$ cat src/rtl/crsi_pkg.sv
package crsi_pkg;

  // Ratio table size and the choice that means 1:1.
  localparam int RatioCount  = 11;
  localparam int UnityChoice = 5;

  // Swing divisor center and the width of the shifted swing knob.
  localparam int SwingUnity = 32768;
  localparam int SwingW     = 14;

  // Default depth of the queue between front and back.
  localparam int QueueDepth = 2;

  // Divider geometry: a 48-bit dividend, four quotient bits per stage.
  localparam int NumW      = 48;
  localparam int StepBits  = 4;
  localparam int DivStages = NumW / StepBits;

  // Reciprocal of three for a 32-bit dividend, used with a shift of 33.
  localparam logic [31:0] RecipThree = 32'hAAAA_AAAB;

  // Numerator B of each ratio.
  function automatic logic [3:0] ratio_num(input logic [3:0] choice);
    logic [3:0] b;
    case (choice)
      4'd4:    b = 4'd2;
      4'd6:    b = 4'd3;
      4'd7:    b = 4'd2;
      4'd8:    b = 4'd3;
      4'd9:    b = 4'd4;
      4'd10:   b = 4'd8;
      default: b = 4'd1;
    endcase
    return b;
  endfunction

  // Denominator A of each ratio.
  function automatic logic [3:0] ratio_den(input logic [3:0] choice);
    logic [3:0] a;
    case (choice)
      4'd0:    a = 4'd8;
      4'd1:    a = 4'd4;
      4'd2:    a = 4'd3;
      4'd3:    a = 4'd2;
      4'd4:    a = 4'd3;
      4'd6:    a = 4'd2;
      default: a = 4'd1;
    endcase
    return a;
  endfunction

  // One queued item after classification.
  typedef struct packed {
    logic [31:0]       master;
    logic [3:0]        choice_b;
    logic [3:0]        choice_c;
    logic [3:0]        choice_d;
    logic [SwingW-1:0] swing;
    logic              ext;
  } crsi_item_t;

  // Sideband that travels with each channel through the back end.
  typedef struct packed {
    logic [1:0] chan;
    logic [3:0] choice;
    logic       ext;
    logic       last;
  } crsi_tag_t;

  // Working state of the two dividers in one stage.
  typedef struct packed {
    logic [NumW-1:0] num;
    logic [15:0]     rem1;
    logic [15:0]     rem2;
    logic [15:0]     den1;
    logic [15:0]     den2;
    logic [31:0]     quo1;
    logic [31:0]     quo2;
  } crsi_div_t;

endpackage

$ cat src/rtl/crsi_queue.sv
module crsi_queue import crsi_pkg::*; #(
  parameter int DEPTH = QueueDepth
) (
  input  logic       clk,
  input  logic       rst_n,
  input  logic       push_valid,
  output logic       push_ready,
  input  crsi_item_t push_item,
  output logic       pop_valid,
  input  logic       pop,
  output crsi_item_t pop_item
);

  localparam int PtrW = $clog2(DEPTH);
  localparam int CntW = $clog2(DEPTH + 1);

  crsi_item_t        slot_r [DEPTH];
  logic [PtrW-1:0]   wr_ptr_r, rd_ptr_r;
  logic [CntW-1:0]   count_r;
  logic              do_push, do_pop;

  assign push_ready = (count_r != CntW'(DEPTH));
  assign pop_valid  = (count_r != '0);
  assign pop_item   = slot_r[rd_ptr_r];
  assign do_push    = push_valid && push_ready;
  assign do_pop     = pop && pop_valid;

  // Entry storage.
  always_ff @(posedge clk) begin
    if (do_push) slot_r[wr_ptr_r] <= push_item;
  end

  // Pointers and fill count.
  always_ff @(posedge clk) begin
    if (!rst_n) begin
      wr_ptr_r <= '0;
      rd_ptr_r <= '0;
      count_r  <= '0;
    end else begin
      if (do_push) wr_ptr_r <= (wr_ptr_r == PtrW'(DEPTH - 1)) ? '0 : wr_ptr_r + 1'b1;
      if (do_pop)  rd_ptr_r <= (rd_ptr_r == PtrW'(DEPTH - 1)) ? '0 : rd_ptr_r + 1'b1;
      if (do_push && !do_pop)      count_r <= count_r + 1'b1;
      else if (do_pop && !do_push) count_r <= count_r - 1'b1;
    end
  end

endmodule

$ cat config.mk
export PLATFORM = sky130hd
export DESIGN_NAME = crsi_queue
export DESIGN_NICKNAME = d
export VERILOG_FILES = /design/src/rtl/crsi_pkg.sv /design/src/rtl/crsi_queue.sv
export SDC_FILE = /design/constraint.sdc
export NUM_CORES = 1
export LEC_CHECK = 0
export ABC_AREA = 1
export BUFFER_PORTS_ARGS = -buffer_cell sky130_fd_sc_hd__buf_2
export CORE_ASPECT_RATIO = 1.5
export CORE_MARGIN = 3
export CORE_UTILIZATION = 52
export DETAILED_ROUTE_END_ITERATION = 10
export GPL_TIMING_DRIVEN = 0
export PLACE_DENSITY = 0.79
export SETUP_SLACK_MARGIN = 0.2
export SKIP_CTS_REPAIR_TIMING = 1
export SLEW_MARGIN = 20
export SYNTH_ARGS = -nofsm -noshare
export SYNTH_HDL_FRONTEND = slang
export SYNTH_SLANG_ARGS = --single-unit
$ cat constraint.sdc
create_clock -name clk -period 4.7 [get_ports clk]
set_input_delay 1.41 -clock clk [delete_from_list [all_inputs] [get_ports clk]]
set_output_delay 1.41 -clock clk [all_outputs]
set_load 0.01 [all_outputs]
# ---- Word-level counts from Yosys, hierarchy flattened
# Memory sizes are Yosys's and may differ from the RTL's. A register that Yosys moved wholly into a read port is not among the register bits.
# Index checks and enable logic that the tools add are counted.
dict set report totals {
  n_memories 1
  ramBits 118
  wordCells 25
  output_inout_bits 61
  input_bits 63
  reg_bits 4
}
dict set report op_classes {
  addsub 4
  muxes 8
  n_eq_ne 1
  n_reduce_logical 8
}
# name words width rd rd_clocked_by_memory_dff wr line
set memory_table {}
lappend memory_table {slot_r 2 59 1 1 1 crsi_queue.sv:17} ;# crsi_item_t slot_r [DEPTH];
# operator n
set op_table {}
lappend op_table {{$mux W1} 6}
lappend op_table {{$logic_and A1 B1 Y1} 4}
lappend op_table {{$mux W2} 2}
lappend op_table {{$reduce_bool A2 Y1} 2}
lappend op_table {{$add A1 B1 Y1 const B} 2}
lappend op_table {{$add A2 B1 Y2 const B} 1}
lappend op_table {{$logic_not A1 Y1} 2}
lappend op_table {{$ne A2 B2 Y1 const B} 1}
lappend op_table {{$sub A2 B1 Y2 const B} 1}

# ---- Logic depth before layout (Yosys ltp)
# Gate-level depths: netlist (run 1).
dict set report depth {
  depth_word 6
  mapped_depth 11
  ltp_nobuf 11
}

# ---- Least setup slack after synthesis (run 1)
# OpenSTA, ideal clock, no wires.
dict set report synth_timing {
  path_type {input to register}
  startpoint {input push_valid}
  endpoint {memory slot_r[0][0] (netlist bit) (enable)}
  stages 2
  path_buffers 0
  arrival_ps 3971
  path_slack_ps 253
  setup_time_ps 476
  required_ps 4224
  path_cell_list {nand2_1 -> nor2_1}
}
dict set report synth_between {
  elab_chain_cells 3
}
# element line
set synth_lines {}
lappend synth_lines {{start, declared} crsi_queue.sv:6} ;# input logic push_valid,
lappend synth_lines {{$logic_and A1 B1 Y1} crsi_queue.sv:25} ;# assign do_push = push_valid && push_ready;
lappend synth_lines {{$mux W1} crsi_queue.sv:30} ;# if (do_push) slot_r[wr_ptr_r] <= push_item;
lappend synth_lines {{$mux W1 (implied by the code)} crsi_queue.sv:30}
lappend synth_lines {{end, declared} crsi_queue.sv:17}
# Every way passes these cells.

==> results of run 1 <==
routing by layer:
layer  GRT usage  vias up  part of all wire
li1            -     1143                 -
met4      0.0915        0             0.011
met1       0.159     1156              0.35
met2       0.317       81              0.59
met5           0        -                 0
met3      0.0656        6             0.054
area by class of cell:
class                   instances  area share
clock inverters                14      0.0296
well taps                     107      0.0223
multi-input cells              83       0.138
flip-flops and latches        123       0.606
plain buffers                   7     0.00958
clock buffers                  18      0.0714
repair buffers                127       0.118
inverters                       8     0.00500
state kept, by name, summed over array words and instances (netlist names), named ones only:
| register | flops |
|---|---|
| wr_ptr_r | 1 |
| slot_r | 118 |
| count_r | 2 |
| rd_ptr_r | 1 |
cell families after synthesis:
| kind of cell | synth area share |
|---|---|
| simple gates | 0.0165 |
| fa+ha+maj | 0.00275 |
| mux | 0.155 |
| flops | 0.802 |
| compound gates | 0.00496 |
| buf+inv | 0.0193 |
per-stage QoR:
| step | cell area [um2] | power, W | std cells | hold slack [ns] |
|---|---|---|---|---|
| 4_1_cts | 6010 | 0.00351 | 487 | 0.512 |
| 6_report | 6010 | 0.00347 | 487 | 0.504 |
| 5_1_grt | 6010 | 0.00363 | 487 | 0.563 |
| 3_3_place_gp | 5290 | 0.00215 | 451 | 0.479 |
| 2_1_floorplan | 4540 | 0.00191 | 221 | 0.467 |
| 3_5_place_dp | 5400 | 0.00220 | 455 | 0.497 |
where the power goes:
group,switching [W],leakage [nW],internal [W],total [W]
sequential,0.0000395,1.14,0.00139,0.00143
combinational,0.000388,0.905,0.000356,0.000744
clock,0.000420,0.287,0.000876,0.00130
total,0.000848,2.33,0.00262,0.00347
final timing paths:
check / from / end / cells past startpoint
max reg2reg: count_r[0] / slot_r[1][13] / 5
max: flip-flop / pop_item[26] / 4
min reg2reg: rd_ptr_r / rd_ptr_r / 2
min: rd_ptr_r / rd_ptr_r / 2
cells in the mapped netlist, drive strengths merged:
master	number
buf	7
dfxtp	5
nor2	8
ha	1
nand3	1
inv	8
nand4	1
nand2	9
edfxtp	118
a21oi	1
o21ai	2
o21a	1
mux2	59
worst register-to-register path: cells and delay by family, from the launching register on:
| kind | cells | cell delay [ns] |
|---|---|---|
| simple gates | 3 | 0.75 |
| buf+inv | 2 | 0.36 |
| flops | 1 | 0.34 |
==> key figures, run 1 <==
Routing
  – Wire length per cell: 16.3 um
  – Vias per cell: 4.90
  – Final WL: 7.93 mm
  – DR vias: 2386
  – DRC: 0
  – Detail Route Antenna Nets: 0
  – Iter 0 DRT Violations: 92
  – 1st-pass router iterations: 4

Clock network
  – CTS Root Cell: clkbuf_16
  – Longest Clk Path Bufs: 2
  – Clock sink count: 123
  – Total CTS buffers: 17
  – Htree depth: 4
  – Reg clk slew, reported paths: 0.05 ns
  – Clock Latency Late Sink: 0.40 ns
  – CTS tree: yes

Layout
  – Most common cell after layout, fill and taps aside: buf_2
  – Area Overhead vs Synth: 32.3%
  – Final Core Density: 0.710
  – Filler cells: 563
  – FF+latch area: 3640 um2
  – NumNets Final: 431
  – Layout cells sized above 1: 0.589
  – Most frequent cells in the layout: buf_2 (127), edfxtp_1 (118), mux2_2 (49)
  – N_diodes: 0
  – Multi-input logic area: 827 um2

Floorplan
  – Site row count: 41
  – DIE AREA: 9920 um2
  – Num ports: 124
  – Starting Density: 0.537
  – Core area: 8460 um2
  – Die Width: 82.3 um
  – DIE HEIGHT: 120 um

Synth
  – Unique masters post-synth: 16
  – Syn Inst Count: 221
  – Top cell type by total area after synthesis: edfxtp_1
  – Cell Area, Synth: 4540 um2
  – Syn Area/Cell: 20.6 um2
  – FF+latch count, synth: 123
  – Seq/Total Area, Yosys: 0.802
  – Top cells by area, synth: edfxtp_1 (78%), mux2_2 (12%), mux2_4 (3.3%)
  – Syn_nets: 285
  – Synth top area share: 0.780
  – YS warnings: 0

Timing
  – Final WS setup: 1.67 ns
  – Min Tclk post-route: 3.03 ns
  – F_max: 330 MHz
  – Final hold violations: 0
  – Number of setup violations in the final report: 0
  – Period Utilization, post-route: 0.646
  – Final Max Tran Viols: 0
  – Final clock skew: 0.00602 ns
  – Setup_tns: 0 ns
  – Slew HR: 0.641
  – RSZ-0062 raised after global routing: no
  – Slew @ Worst Pin: 0.537 ns

Pwr
  – Power Dens Cells: 577 nW/um2
  – Leak: 2.33 nW
  – IR drop worst, VDD: 0.000376 V

Status
  – Status: finished, final reports clean

Global route
  – Global-route wire length before repair: 12.1 mm
  – Initial antenna violation count: 0
  – GRT Total Usage: 0.174
  – Grt total ovfl: 0
  – Largest net degree at the start of global routing: 25
  – Vias in the first global route: 2529

Worst setup path
  – Crit path kind: flip-flop to output port
  – Slowest stage cell, crit path: mux2_2
  – Slowest stage delay, CP: 0.37 ns
  – Critical-path maximum fanout: 10
  – Startpoint class of the critical path: flip-flop
  – Slack of the worst reg-to-reg path: 2.94 ns
  – CP bufs+invs: 3
  – Most common cell on crit path: buf_2
  – CP top delay family: buffers and inverters
  – CP Cell Sequence: buf_6 -> buf_2 -> mux2_2 -> buf_2
  – WP data required: 3.29 ns
  – Setup crit end kind: output port
  – CP arrival: 1.62 ns

Hold path
  – HP Class: flip-flop to flip-flop

Place
  – GP Congestion: 0.697
  – Post-DP HPWL: 5.45 mm
  – Port bufs: 123
  – DP Worst Slack: 2.01 ns

Job
  – Max Cap Viol: 0
Note: power is estimated with default switching activity, not from simulation.
==> run 2: changes to the inputs <==
- clock period: 4.7 -> 3.1 ns (I/O delays scaled with it)
==> run 2 against run 1 <==
  * Final cell count unchanged
  * Via count grew 0.38%
  * Worst hold slack better by 0.015 ns
  * Flip-flop and latch count is the same
  * Largest power group unchanged
  * Highest routed layer unchanged
==> key figures, run 2 (synthesis gave the netlist of run 1 again) <==
Pwr
  – Total power: 0.00505 W
  – Leak: 2.31 nW
  – IR drop worst, VDD: 0.000628 V
  – Power Dens Cells: 850 nW/um2

Worst setup path
  – Slowest stage cell, crit path: mux2_2
  – Setup crit end kind: output port
  – Critical-path maximum fanout: 10
  – CP arrival: 1.62 ns
  – Startpoint class of the critical path: flip-flop
  – Slowest stage delay, CP: 0.38 ns
  – WP data required: 2.17 ns
  – Crit path kind: flip-flop to output port
  – CP top delay family: buffers and inverters
  – CP bufs+invs: 3
  – CP Cell Sequence: buf_6 -> buf_2 -> mux2_2 -> buf_2
  – Most common cell on crit path: buf_2

Timing
  – Slew @ Worst Pin: 0.548 ns
  – Period Utilization, post-route: 0.821
  – Number of setup violations in the final report: 0
  – Final hold violations: 0
  – Final WS setup: 0.555 ns
  – Final clock skew: 0.00655 ns
  – Final Max Tran Viols: 0
  – Slew HR: 0.634
  – Min Tclk post-route: 2.55 ns
  – F_max: 393 MHz
  – RSZ-0062 raised after global routing: no

Clock network
  – Reg clk slew, reported paths: 0.05 ns
  – Htree depth: 4
  – Clock Latency Late Sink: 0.40 ns
  – Total CTS buffers: 17
  – Longest Clk Path Bufs: 2
  – CTS tree: yes
  – CTS Root Cell: clkbuf_16
  – Clock sink count: 123

Routing
  – DRC: 0
  – Detail Route Antenna Nets: 0
  – Wire length per cell: 16.0 um
  – Final WL: 7.82 mm
  – 1st-pass router iterations: 4
  – Iter 0 DRT Violations: 88
  – Vias per cell: 4.92
  – DR vias: 2395

Status
  – Status: finished, final reports clean

Floorplan
  – Num ports: 124
  – Starting Density: 0.537
  – Site row count: 41
  – Core area: 8460 um2
  – Die Width: 82.3 um
  – DIE AREA: 9920 um2
  – DIE HEIGHT: 120 um

Global route
  – Global-route wire length before repair: 11.9 mm
  – GRT Total Usage: 0.170
  – Most used routing layer: met2
  – Initial antenna violation count: 0
  – Vias in the first global route: 2521
  – Routing usage on met3: 0.0730
  – Grt total ovfl: 0
  – GR Layer Usage met1: 0.180
  – Met2 usage in global routing: 0.284
  – Largest net degree at the start of global routing: 26

Place
  – Placed cells: 455
  – Port bufs: 123
  – DP Worst Slack: 0.837 ns
  – GP Congestion: 0.693
  – Placement-stage cell area: 5400 um2
  – Post-DP HPWL: 5.43 mm

Layout
  – Most frequent cells in the layout: buf_2 (127), edfxtp_1 (118), mux2_2 (49)
  – Number of flip-flops in the largest register: 118
  – Register with the most flip-flops: slot_r
  – Final non-filler cell total: 487
  – Regs by FF count: slot_r: 118 flops, count_r: 2 flops
  – Most common cell after layout, fill and taps aside: buf_2
  – NumNets Final: 431
  – Finished Cell Area: 5940 um2
  – Layout cells sized above 1: 0.574
  – Area Overhead vs Synth: 30.8%
  – Filler cells: 577
  – N_diodes: 0

Hold path
  – HP Class: flip-flop to flip-flop

Job
  – Max Cap Viol: 0
## run 2: cell count changes in the layout (fill, tap and decap cells not counted), sizes merged
cell	delta
clkinv	+6
bufinv	-2
clkinvlp	-4
## run 2: final cells by class
cell class | instances | area [um2] | share of cell area
Buffer | 7 | 57.6 | 0.00969
Clock buffer | 18 | 429 | 0.0722
Clock inverter | 14 | 110 | 0.0185
Inverter | 8 | 30.0 | 0.00505
Multi-Input combinational cell | 83 | 827 | 0.139
Sequential cell | 123 | 3640 | 0.613
Tap cell | 107 | 134 | 0.0225
Timing Repair Buffer | 127 | 711 | 0.120
## run 2: metal layers
layer	vias to the layer above	share of wire	wire, um
li1	1154	-	-
met1	1154	0.36	2850
met2	73	0.56	4380
met3	14	0.054	421
met4	0	0.020	159
met5	-	0	0
## run 2: final timing paths
kind / startpoint / end / slack (ns) / depth (start not counted)
max: flip-flop / pop_item[23] / 0.55 / 4
min: rd_ptr_r / flip-flop / 0.52 / 2
max reg2reg: count_r[0] / slot_r[0][21] / 1.33 / 5
min reg2reg: rd_ptr_r / flip-flop / 0.52 / 2
## run 2: where the power goes
group          internal (W)  total, W  leakage, nW  switching [W]
registers           0.00210   0.00217         1.14      0.0000623
clock network       0.00115   0.00177        0.267       0.000617
logic              0.000540   0.00112        0.905       0.000577
## run 2: stage by stage
step / TNS (ns) / utilization / hold WS, ns
after floorplan: 0 / - / 0.467
after global placement: -98.89 / 0.626 / 0.480
after detailed placement: 0 / 0.638 / 0.500
after CTS: 0 / 0.702 / 0.520
after global routing: 0 / 0.702 / 0.551
final: 0 / 0.702 / 0.519
## run 2: worst register-to-register path: cells and delay by family (launching register included)
family	cells	cell delay, ns
AND/OR/NAND/NOR	3	0.73
buffers and inverters	2	0.36
flip-flops	1	0.36
