==> src/rtl/crsi_pkg.sv <==
package crsi_pkg;

  // Ratio table size and the choice that means 1:1.
  localparam int RatioCount  = 11;
  localparam int UnityChoice = 5;

  // Swing divisor center and the width of the shifted swing knob.
  localparam int SwingUnity = 32768;
  localparam int SwingW     = 14;

  // Default depth of the queue between front and back.
  localparam int QueueDepth = 2;

  // Divider geometry: a 48-bit dividend, four quotient bits per stage.
  localparam int NumW      = 48;
  localparam int StepBits  = 4;
  localparam int DivStages = NumW / StepBits;

  // Reciprocal of three for a 32-bit dividend, used with a shift of 33.
  localparam logic [31:0] RecipThree = 32'hAAAA_AAAB;

  // Numerator B of each ratio.
  function automatic logic [3:0] ratio_num(input logic [3:0] choice);
    logic [3:0] b;
    case (choice)
      4'd4:    b = 4'd2;
      4'd6:    b = 4'd3;
      4'd7:    b = 4'd2;
      4'd8:    b = 4'd3;
      4'd9:    b = 4'd4;
      4'd10:   b = 4'd8;
      default: b = 4'd1;
    endcase
    return b;
  endfunction

  // Denominator A of each ratio.
  function automatic logic [3:0] ratio_den(input logic [3:0] choice);
    logic [3:0] a;
    case (choice)
      4'd0:    a = 4'd8;
      4'd1:    a = 4'd4;
      4'd2:    a = 4'd3;
      4'd3:    a = 4'd2;
      4'd4:    a = 4'd3;
      4'd6:    a = 4'd2;
      default: a = 4'd1;
    endcase
    return a;
  endfunction

  // One queued item after classification.
  typedef struct packed {
    logic [31:0]       master;
    logic [3:0]        choice_b;
    logic [3:0]        choice_c;
    logic [3:0]        choice_d;
    logic [SwingW-1:0] swing;
    logic              ext;
  } crsi_item_t;

  // Sideband that travels with each channel through the back end.
  typedef struct packed {
    logic [1:0] chan;
    logic [3:0] choice;
    logic       ext;
    logic       last;
  } crsi_tag_t;

  // Working state of the two dividers in one stage.
  typedef struct packed {
    logic [NumW-1:0] num;
    logic [15:0]     rem1;
    logic [15:0]     rem2;
    logic [15:0]     den1;
    logic [15:0]     den2;
    logic [31:0]     quo1;
    logic [31:0]     quo2;
  } crsi_div_t;

endpackage

==> src/rtl/crsi_if.sv <==
interface crsi_in_if;
  logic        valid;
  logic        ready;
  logic        external_select;
  logic [31:0] ext_clock_inc;
  logic [31:0] internal_increment;
  logic [15:0] ratio_knob_b;
  logic [15:0] ratio_knob_c;
  logic [15:0] ratio_knob_d;
  logic [15:0] swing_knob;

  modport source(output valid, external_select, ext_clock_inc, internal_increment,
                 ratio_knob_b, ratio_knob_c, ratio_knob_d, swing_knob, input ready);
  modport sink(input valid, external_select, ext_clock_inc, internal_increment,
               ratio_knob_b, ratio_knob_c, ratio_knob_d, swing_knob, output ready);
endinterface


==> src/rtl/crsi_front.sv <==
module crsi_front import crsi_pkg::*; (
  crsi_in_if.sink    in_bus,
  input  logic       push_ready,
  output logic       push_valid,
  output crsi_item_t push_item
);

  // Knob to ratio choice: (knob * 11) >> 16, clamped to the table.
  function automatic logic [3:0] knob_to_choice(input logic [15:0] knob);
    logic [19:0] prod;
    logic [3:0]  c;
    prod = {4'b0, knob} * 20'(RatioCount);
    c    = prod[19:16];
    if (c > 4'(RatioCount - 1)) c = 4'(RatioCount - 1);
    return c;
  endfunction

  // Pick the master, classify the knobs and hand the beat to the queue.
  assign push_valid         = in_bus.valid;
  assign in_bus.ready       = push_ready;
  assign push_item.master   = in_bus.external_select ? in_bus.ext_clock_inc
                                                     : in_bus.internal_increment;
  assign push_item.choice_b = knob_to_choice(in_bus.ratio_knob_b);
  assign push_item.choice_c = knob_to_choice(in_bus.ratio_knob_c);
  assign push_item.choice_d = knob_to_choice(in_bus.ratio_knob_d);
  assign push_item.swing    = in_bus.swing_knob[15:2];
  assign push_item.ext      = in_bus.external_select;

endmodule

==> src/flat_wrapper.sv <==
// flat-port wrapper written by rule: the top's interface ports become plain ports
module crsi_front_flat import crsi_pkg::*;
  (push_ready, push_valid, push_item, in_bus_valid, in_bus_external_select, in_bus_ext_clock_inc, in_bus_internal_increment, in_bus_ratio_knob_b, in_bus_ratio_knob_c, in_bus_ratio_knob_d, in_bus_swing_knob, in_bus_ready);
  crsi_in_if in_bus_i ();
  input  logic push_ready;
  output logic push_valid;
  output crsi_item_t push_item;
  input wire logic [$bits(in_bus_i.valid)-1:0] in_bus_valid;
  input wire logic [$bits(in_bus_i.external_select)-1:0] in_bus_external_select;
  input wire logic [$bits(in_bus_i.ext_clock_inc)-1:0] in_bus_ext_clock_inc;
  input wire logic [$bits(in_bus_i.internal_increment)-1:0] in_bus_internal_increment;
  input wire logic [$bits(in_bus_i.ratio_knob_b)-1:0] in_bus_ratio_knob_b;
  input wire logic [$bits(in_bus_i.ratio_knob_c)-1:0] in_bus_ratio_knob_c;
  input wire logic [$bits(in_bus_i.ratio_knob_d)-1:0] in_bus_ratio_knob_d;
  input wire logic [$bits(in_bus_i.swing_knob)-1:0] in_bus_swing_knob;
  output wire logic [$bits(in_bus_i.ready)-1:0] in_bus_ready;
  assign in_bus_i.valid = in_bus_valid;
  assign in_bus_i.external_select = in_bus_external_select;
  assign in_bus_i.ext_clock_inc = in_bus_ext_clock_inc;
  assign in_bus_i.internal_increment = in_bus_internal_increment;
  assign in_bus_i.ratio_knob_b = in_bus_ratio_knob_b;
  assign in_bus_i.ratio_knob_c = in_bus_ratio_knob_c;
  assign in_bus_i.ratio_knob_d = in_bus_ratio_knob_d;
  assign in_bus_i.swing_knob = in_bus_swing_knob;
  assign in_bus_ready = in_bus_i.ready;
  crsi_front u_core (.in_bus(in_bus_i), .push_ready(push_ready), .push_valid(push_valid), .push_item(push_item));
endmodule
==> config.mk <==
export PLATFORM = sky130hd
export DESIGN_NAME = crsi_front_flat
export DESIGN_NICKNAME = d
export VERILOG_FILES = /design/src/rtl/crsi_pkg.sv /design/src/rtl/crsi_if.sv /design/src/rtl/crsi_front.sv /design/src/flat_wrapper.sv
export SDC_FILE = /design/constraint.sdc
export NUM_CORES = 1
export LEC_CHECK = 0
export BUFFER_PORTS_ARGS = -buffer_cell sky130_fd_sc_hd__buf_2
export CORE_MARGIN = 2
export CORE_UTILIZATION = 50
export DETAILED_ROUTE_END_ITERATION = 16
export PLACE_DENSITY = 0.84
export SLEW_MARGIN = 20
export SYNTH_ARGS = -nofsm -noshare
export SYNTH_HDL_FRONTEND = slang
export SYNTH_SLANG_ARGS = --single-unit
==> constraint.sdc <==
create_clock -name vclk -period 7.4
set_clock_uncertainty 0.2 [all_clocks]
set_input_delay 1.85 -clock vclk [all_inputs]
set_output_delay 1.85 -clock vclk [all_outputs]
set_load 0.02 [all_outputs]
* Word level (Yosys, flattened, before mapping)
Index checks and enable logic that the tools add are counted.
** Storage, ports and cells
- Bits in registers :: 0
- Bits in latches :: 0
- Memory bits (writable) :: 0
- Bits in read-only memories :: 0
- Memories kept :: 0
** Operators by class
- Add/subtract/negate cells :: 0
- Multipliers :: 3
- Divide/modulo/power cells :: 0
- Order comparisons :: 3
- Equal/unequal tests :: 0
- Shift-type cells :: 0
- Mux-type cells :: 4
- Bitwise logic cells :: 0
- Reduce and logical (&&, ||, !) cells :: 0
** Operator list (count)
- 16-bit by 4-bit multiplier with 20-bit output (second input constant) :: 3
- 32-bit two-way mux :: 1
- 4-bit greater-than comparator (second input constant) :: 3
- 4-bit two-way mux :: 3

* Depth between registers and ports, before layout
Gate-level depths: netlist (run 1).
- Depth after elaboration :: 3
- Depth in mapped cells :: 13

* Worst setup path before layout (run 1)
OpenSTA, ideal clock, no wires.
- Path type :: in2out
- Start point :: in in_bus_ratio_knob_b[9]
- End point :: out push_item[23] (netlist bit)
- Arrival :: 4.377 ns
- Data required time :: 5.350 ns
- Setup slack :: 0.973 ns
- Stages on the path :: 11
- Path buffers :: 0
- Path through :: ha_1 > inv_1 > fa_1 > inv_1 > ha_1 > a21oi_1 > o21ai_1 > nor3b_2 > o211ai_1 > a311o_1 > a31oi_1
** RTL lines
- start, declared :: RTL line flat_wrapper.sv:12 : input wire logic [$bits(in_bus_i.ratio_knob_b)-1:0] in_bus_ratio_knob_b;
- end, declared :: RTL line flat_wrapper.sv:7 : output crsi_item_t push_item;

==> metrics.md, run 1 <==
| Metric | Value |
|---|---|
| Initial antenna violation count | 2 |
| Total gr overflow | 0 |
| Number of global-route vias before repair | around 4300 |
| Crit path cell chain | buf_2, ha_1, inv_1, fa_1, inv_1, ha_1, nand4_1, o41ai_1, or2_1, a2bb2oi_1, a31oi_1, buf_2 |
| Flop pwr share | 0 |
| Unrepaired setup endpoints after global routing | false |
| Routed WL | between 10 and 15 mm |
| Worst Hold Class | input pin to primary output |
| Syn avg cell area | approximately 7.9 um^2 |
| PostCTS Resize Cnt | 0 |
| Req. time, crit path | about 5400 ps |
| Fin crit period | 6720 ps |
| Tot GR Track Use | 0.234 |
| # nets final | 964 |
| Via-per-instance ratio | ~5.3 |
| Die area | ~0.0095 mm^2 |
| Final instance area | just over 0.005 mm^2 |
| Post-Synthesis Cells | ~560 |
| Gate power share | 1.000 |
| Final Hold Viols | 0 |
| # Max-Cap Violations | 0 |
| Syn Nets | around 830 |
| Worst setup EP type | primary output |
| Die W | ~98 um |
| Register Area | 0 um^2 |
| Final Cycle Share | 0.909 |
| Avg WL per Cell | between 10 and 15 um |
| Largest net degree at the start of global routing | 34 |
| CP Class | input pin to primary output |
| Gpl congestion | just under 0.9 |
| Pwr/cell area | ~120 mW/mm^2 |
| Outcome | finished clean |
| Post-DP HPWL | 10.5 mm |
| Max FO, Critical Path | 7 |
| Switch share | 0.591 |
| Area delta synth->final | 17.9% |
| Hold slack | 3500 ps |
| Max-slew violations | 0 |
| Vias | 4251 |
| # Post-CTS Setup Buffers | 0 |
| Clk network pwr share | 0 |
| Port Buffers | 158 |
| Switching power | ~370 uW |
| Core ar. | 0.00859 mm^2 |
| Worst slew pin tran | between 600 and 700 ps |
| # rows | 34 |
| Detail Route Antenna Nets | 0 |
| First-pass GRT wire length | 18.9 mm |
| Clock buffer count | 0 |
| Setup_tns | 0 ps |
| Proportion of layout cells with a drive suffix above 1 | 0.271 |
| Synth cell types | 59 |
| Seq Cell Count | 0 |
| Internal power | 256 uW |
| Synthesized area | ~0.0044 mm^2 |
| Hold buffer count at CTS | 0 |
| Type of origin of the critical path | input pin |
| Final setup fails | 0 |
| Initial DRC count | about 170 |
| Yosys warns | 0 |
| Drt pass-1 iters | 4 |
| Die height | a little under 100 um |
| Placed instance area | ~0.0052 mm^2 |
| Static Leakage | 0.00316 uW |
| Slowest cell on the critical path | o41ai_1 |
| Fill cells | around 760 |
| Initial Util | 0.509 |
| DRC Markers | 0 |
| CP arrival | 4670 ps |
| Slew margin rel. | 0.539 |
| Worst stage delay on the critical path | around 600 ps |
| Boundary Pins | around 190 |
| Peak supply drop | around 0.00012 V |
| FMAX | 149 MHz |
| Fraction of the yosys area taken by sequential cells | 0 |
==> Yosys cell counts (4+ instances only) <==
cell type,number,share of area
mux2_2,15,0.039
a21oi_1,27,0.031
o21a_1,7,0.012
xnor2_1,4,0.0080
inv_1,171,0.15
nand2_1,19,0.016
ha_1,102,0.29
o21ai_1,7,0.0080
nor3_1,4,0.0046
a211oi_1,4,0.0069
nor2_1,22,0.019
nand3_1,8,0.0091
mux2_1,17,0.044
o21ai_0,13,0.015
nand4_1,10,0.014
buf_4,17,0.029
fa_1,36,0.16
a21o_1,13,0.022
==> final cells by class <==
| class | count | area (um^2) | area share |
|---|---|---|---|
| well taps | 108 | 135 | 0.0262 |
| repair buffers | 158 | 791 | 0.153 |
| multi-input cells | 363 | 3580 | 0.695 |
| inverters | 172 | 646 | 0.125 |
| diodes | 2 | 5.00 | 0.000970 |
==> cells in the final DEF, fill, tap and decap left out, types with 3 or more instances in the layout <==
cell / Yosys / layout
nand3_1: 8 / 8
inv_1: 171 / 171
nor3_1: 4 / 4
buf_2: 1 / 158
mux2_2: 15 / 15
ha_1: 102 / 102
nor4_1: 3 / 3
nand2_1: 19 / 19
o21a_1: 7 / 7
fa_1: 36 / 36
a21o_1: 13 / 13
a211oi_1: 4 / 4
nor2_1: 22 / 22
xor2_1: 3 / 3
o21ai_0: 13 / 13
a21oi_1: 27 / 27
o21ai_1: 7 / 7
xnor2_1: 4 / 4
nand4_1: 10 / 10
mux2_1: 17 / 17
==> routing by layer <==
layer	track usage	wire, um	vias to the layer above
met3	0.0446	925	28
met5	0	0	-
met1	0.246	4180	1948
met2	0.468	5890	176
met4	0.0566	296	0
li1	-	-	2099
==> critical path: cells and delay by family <==
family,cells,cell delay [ps]
AOI/OAI and AO/OA,3,870
buffers and inverters,4,400
adders and majority gates,3,1170
and+or+nand+nor,2,390
==> through the flow <==
| stage | instances | worst slack, ps | util | power, uW |
|---|---|---|---|---|
| finish | 803 | 677 | 0.601 | 626 |
| global route | 803 | 449 | 0.601 | 706 |
| CTS | 801 | 720 | 0.600 | 625 |
| detailed placement | 801 | 721 | 0.600 | 620 |
| global placement | 801 | 810 | 0.600 | 595 |
| floorplan | 557 | 973 | - | 465 |
==> final timing paths <==
| kind | start | to | cells past startpoint |
|---|---|---|---|
| worst max-delay path | in_bus_ratio_knob_b[11] | push_item[23] | 12 |
| worst min-delay path | in_bus_swing_knob[12] | push_item[11] | 0 |
==> logic make-up (layout without fill, tap and decap cells) <==
family | Yosys count | count (layout) | share of synthesized area
other | 0 | 2 | 0
and+or+nand+nor | 86 | 86 | 0.102
buffers and inverters | 194 | 330 | 0.181
xor gates and xnor gates | 7 | 7 | 0.0140
adders and majority gates | 138 | 138 | 0.456
AOI/OAI and AO/OA | 100 | 100 | 0.164
muxes | 32 | 32 | 0.0823
==> power by group through the flow <==
| stage | registers, uW | clock network (uW) | logic, uW |
|---|---|---|---|
| after floorplan | 0 | 0 | 465 |
| after global placement | 0 | 0 | 595 |
| after detailed placement | 0 | 0 | 620 |
| after CTS | 0 | 0 | 625 |
| after global routing | 0 | 0.0000362 | 706 |
| final | 0 | 0.0000362 | 626 |
No activity file was read; power rests on OpenSTA's default activity.
==> run 2, diff against run 1 <==
Settings changed: PLACE_DENSITY 0.84 to 0.93.
Clock period 7.4 ns to 7.6 ns, I/O delays scaled along.
==> metrics.md, run 2 (synthesized netlist as in run 1, its figures left out) <==
| Metric | Value |
|---|---|
| Initial antenna violation count | 1 (-1) |
| Switch share | 0.588 (-0.00319) |
| Gpl congestion | 0.953 (+6.6%) |
| Fill cells | 750 (-1.6%) |
| Slew margin rel. | 0.542 (+0.00264) |
| FMAX | 147 MHz |
| Die height | 97.6 um (unchanged) |
| Via-per-instance ratio | 5.11 (-3.4%) |
| Port Buffers | 158 (unchanged) |
| Multi-input logic area | 0.00358 mm^2 (unchanged) |
| Total gr overflow | 0 (unchanged) |
| Req. time, crit path | 5500 ps (+150 ps) |
| Die W | 97.6 um (unchanged) |
| Max FO, Critical Path | 7 (unchanged) |
| Boundary Pins | 192 (unchanged) |
| Final Cycle Share | 0.898 |
| Initial DRC count | 94 (-43%) |
| Post-DP HPWL | 9.46 mm (-9.7%) |
| Vias | 4101 (-3.5%) |
| Placed instance area | 0.00516 mm^2 (unchanged) |
| Most frequent cells in the layout | inv_1 (171), buf_2 (158), ha_1 (102) |
| Worst setup EP type | primary output |
| Max-slew violations | 0 (unchanged) |
| Outcome | finished clean |
| Worst Min Path Start | in_bus_swing_knob[13] |
| Internal power | 248 uW (-3.0%) |
| Unrepaired setup endpoints after global routing | false |
| Area delta synth->final | 17.8% (about the same) |
| Number of global-route vias before repair | 4234 (-1.4%) |
| Clock buffer count | 0 (unchanged) |
| Initial Util | 0.509 (unchanged) |
| Layout Cells excl Fill | 802 (-0.12%) |
| # nets final | 964 (unchanged) |
| Drt pass-1 iters | 4 (unchanged) |
| Hold buffer count at CTS | 0 (unchanged) |
| Commonest non-fill, non-tap cell in the layout | inv_1 |
| Hold Path End | push_item[12] |
| Largest net degree at the start of global routing | 34 (unchanged) |
| Peak supply drop | 0.0000924 V (-24%) |
| Setup_tns | 0 ps (unchanged) |
| Routed WL | 10.3 mm (-9.0%) |
| First-pass GRT wire length | 17.8 mm (-5.6%) |
| Switching power | 354 uW (-4.2%) |
| Hold path depth | 0 (unchanged) |
| Gate power share | 1.000 (about the same) |
| Dpl cells | 801 (unchanged) |
| Flop pwr share | 0 (unchanged) |
| CP arrival | 4720 ps (+50 ps) |
| Clk network pwr share | 0 (unchanged) |
| Worst Hold Class | input pin to primary output |
| Static Leakage | 0.00316 uW (unchanged) |
| PostCTS Resize Cnt | 0 (unchanged) |
| Final instance area | 0.00516 mm^2 (about the same) |
| Core ar. | 0.00859 mm^2 (unchanged) |
| Worst slew pin tran | 688 ps (-3.97 ps) |
| Final setup fails | 0 (unchanged) |
| Seq Cell Count | 0 (unchanged) |
| Avg WL per Cell | 12.8 um (-8.9%) |
| Pwr/cell area | 117 mW/mm^2 (-3.7%) |
| # rows | 34 (unchanged) |
| Type of origin of the critical path | input pin |
| CP Class | input pin to primary output |
| DRC Markers | 0 (unchanged) |
| Proportion of layout cells with a drive suffix above 1 | 0.271 (unchanged) |
| Fin crit period | slightly below 7000 ps |
| Detail Route Antenna Nets | 0 (unchanged) |
| Power, Total | 603 uW (-3.7%) |
| # Post-CTS Setup Buffers | 0 (unchanged) |
| Final Hold Viols | 0 (unchanged) |
| Die area | 0.00952 mm^2 (unchanged) |
| # Max-Cap Violations | 0 (unchanged) |
| Register Area | 0 um^2 (unchanged) |
| Tot GR Track Use | 0.216 (-0.0180) |
run 2: cell count changes in the layout (fill, tap and decap cells not counted):
cell | previous run | this run
diode_2 | 2 | 1
run 2: how the worst max path moves through the flow:
stage / start / to / slack (ps) / cells after the start
2_1_floorplan: in_bus_ratio_knob_b[9] / push_item[23] / 1070 / 11
3_3_place_gp: in_bus_ratio_knob_b[11] / push_item[23] / 880 / 12
5_1_grt: in_bus_ratio_knob_b[11] / push_item[23] / 560 / 12
3_5_place_dp: in_bus_ratio_knob_b[11] / push_item[23] / 800 / 12
6_report: in_bus_ratio_knob_b[11] / push_item[23] / 780 / 12
4_1_cts: in_bus_ratio_knob_b[11] / push_item[23] / 800 / 12
run 2: critical path: stages:
cell and delay, ps:
buf_2 120, ha_1 270, inv_1 50, fa_1 490, inv_1 40, ha_1 390
nand4_1 210, o41ai_1 620, or2_1 180, a2bb2oi_1 160, a31oi_1 120, buf_2 170
run 2: layout make-up:
type                            instances  share of cell area
Antenna cell                            1            0.000485
Multi-Input combinational cell        363               0.695
Tap cell                              108              0.0262
Inverter                              172               0.125
Timing Repair Buffer                  158               0.153
run 2: power by group through the flow:
| stage | logic [uW] | clock network [uW] | registers, uW |
|---|---|---|---|
| 2_1_floorplan | 452 | 0 | 0 |
| 3_3_place_gp | 577 | 0 | 0 |
| 4_1_cts | 603 | 0 | 0 |
| 3_5_place_dp | 598 | 0 | 0 |
| 6_report | 603 | 0.0000176 | 0 |
| 5_1_grt | 683 | 0.0000176 | 0 |
run 2: metal layers:
metal / global-route usage / wire length, um / up-vias
met5: 0 / 0 / -
met4: 0.0513 / 212 / 0
met3: 0.0360 / 656 / 18
met2: 0.429 / 5250 / 121
met1: 0.234 / 4150 / 1868
li1: - / - / 2094
run 2: per-stage QoR:
| step | hold WS [ps] | util | worst slack [ps] |
|---|---|---|---|
| 3_3_place_gp | 3600 | 0.600 | 885 |
| 3_5_place_dp | 3600 | 0.600 | 799 |
| 5_1_grt | 3600 | 0.600 | 558 |
| 2_1_floorplan | 3710 | - | 1070 |
| 6_report | 3600 | 0.600 | 778 |
| 4_1_cts | 3600 | 0.600 | 795 |
==> run 3, diff against run 2 <==
Settings changed: CORE_UTILIZATION 50 to 47, PLACE_DENSITY 0.93 to 0.88.
==> metrics.md, run 3 (synthesized netlist as in run 1, its figures left out) <==
| Metric | Value |
|---|---|
| Outcome | finished clean |
| Register Area | 0 um^2 (unchanged) |
| First-pass GRT wire length | 18.1 mm (+1.5%) |
| Slowest cell on the critical path | o41ai_1 |
| Initial Util | 0.478 (-0.0311) |
| Crit path cell chain | buf_2, ha_1, inv_1, fa_1, inv_1, ha_1, nand4_1, o41ai_1, or2_1, a2bb2oi_1, a31oi_1, buf_2 |
| Hold buffer count at CTS | 0 (unchanged) |
| Tot GR Track Use | 0.218 (+0.00238) |
| Final instance area | 0.00517 mm^2 (+0.22%) |
| Slew margin rel. | 0.532 (-0.00944) |
| Area delta synth->final | 18.1% |
| Static Leakage | 0.00316 uW (about the same) |
| Port Buffers | 158 (unchanged) |
| Min setup slack post-route | 722 ps (-56.6 ps) |
| Vias | 4214 (+2.8%) |
| Final Util | 0.565 (-0.0355) |
| Final Hold Viols | 0 (unchanged) |
| CP Class | input pin to primary output |
| Routed WL | 11.3 mm (+9.7%) |
| Seq Cell Count | 0 (unchanged) |
| Req. time, crit path | 5500 ps (about the same) |
| # Post-CTS Setup Buffers | 0 (unchanged) |
| WP depth | 12 (unchanged) |
| Worst stage delay on the critical path | 650 ps (+30 ps) |
| Max FO, Critical Path | 7 (unchanged) |
| # nets final | 964 (unchanged) |
| Most frequent cells in the layout | inv_1 (171), buf_2 (158), ha_1 (102) |
| PostCTS Resize Cnt | 0 (unchanged) |
| FMAX | 145 MHz (-0.82%) |
| Final Cycle Share | 0.905 (+0.00745) |
| Max-slew violations | 0 (unchanged) |
| Fin crit period | 6880 ps (+56.6 ps) |
| Core ar. | 0.00915 mm^2 (+6.5%) |
| Die height | 101 um (+3.0%) |
| Avg WL per Cell | 13.9 um (+8.9%) |
| Proportion of layout cells with a drive suffix above 1 | 0.271 (unchanged) |
| Top cell family by delay on the critical path | adder cells |
| Pwr/cell area | 117 mW/mm^2 (+0.35%) |
| Clock buffer count | 0 (unchanged) |
| Initial antenna violation count | 4 (+3) |
| Post-DP HPWL | 10.5 mm (+11%) |
| Type of origin of the critical path | input pin |
| Hold path depth | 0 (unchanged) |
| # Max-Cap Violations | 0 (unchanged) |
| Final setup fails | 0 (unchanged) |
| Worst slew pin tran | 702 ps (+14.2 ps) |
| Boundary Pins | 192 (unchanged) |
| # rows | 35 (+2.9%) |
| Via-per-instance ratio | 5.22 (+2.0%) |
| Worst setup EP type | primary output |
| CP arrival | 4780 ps (+60 ps) |
| Drt pass-1 iters | 4 (unchanged) |
| Hold slack | 3600 ps (unchanged) |
| Setup_tns | 0 ps (unchanged) |
| Worst Hold Class | input pin to primary output |
| Peak supply drop | 0.0000721 V (-22%) |
| Unrepaired setup endpoints after global routing | false |
| Total gr overflow | 0 (unchanged) |
| Number of global-route vias before repair | 4139 (-2.2%) |
| Die area | 0.0101 mm^2 (+6.1%) |
| Placed instance area | 0.00516 mm^2 (about the same) |
| DRC Markers | 0 (unchanged) |
| Commonest non-fill, non-tap cell in the layout | inv_1 |
| Largest net degree at the start of global routing | 34 (unchanged) |
| Die W | 101 um (+3.0%) |
| Pre-CTS setup slack | 796 ps (-2.98 ps) |
| Worst Path Buf+Inv | 4 (unchanged) |
| Detail Route Antenna Nets | 0 (unchanged) |
| Gpl congestion | 0.881 (-7.6%) |
| Initial DRC count | 92 (-2.1%) |
==> run 3: metal layers <==
metal	global-route usage	routed length [um]	vias to the layer above
met5	0	0	-
met4	0.0811	442	0
met3	0.0277	640	28
met2	0.439	5940	136
met1	0.226	4250	1953
li1	-	-	2097
==> run 3: where the power goes <==
part	total, uW	switching, uW	leakage [uW]	internal (uW)
clock	0.0000705	0	0.0000000254	0.0000705
sequential	0	0	0	0
combinational	606	357	0.00316	248
total	606	357	0.00316	248
==> run 3: worst paths after layout <==
check                    start  slack [ps]            end
min      in_bus_swing_knob[14]        3600  push_item[13]
max    in_bus_ratio_knob_b[11]         720  push_item[23]
==> run 3: final cells by class <==
cell class / count / area [um^2]
multi-input cells: 363 / 3580
well taps: 111 / 139
repair buffers: 158 / 791
inverters: 172 / 646
fillers: 864 / 3980
diodes: 4 / 10.0
==> run 3: metrics by stage <==
stage | cells | power, uW
after detailed placement | 804 | 605
after CTS | 804 | 608
after global placement | 804 | 582
after floorplan | 557 | 452
final | 808 | 606
after global routing | 808 | 688
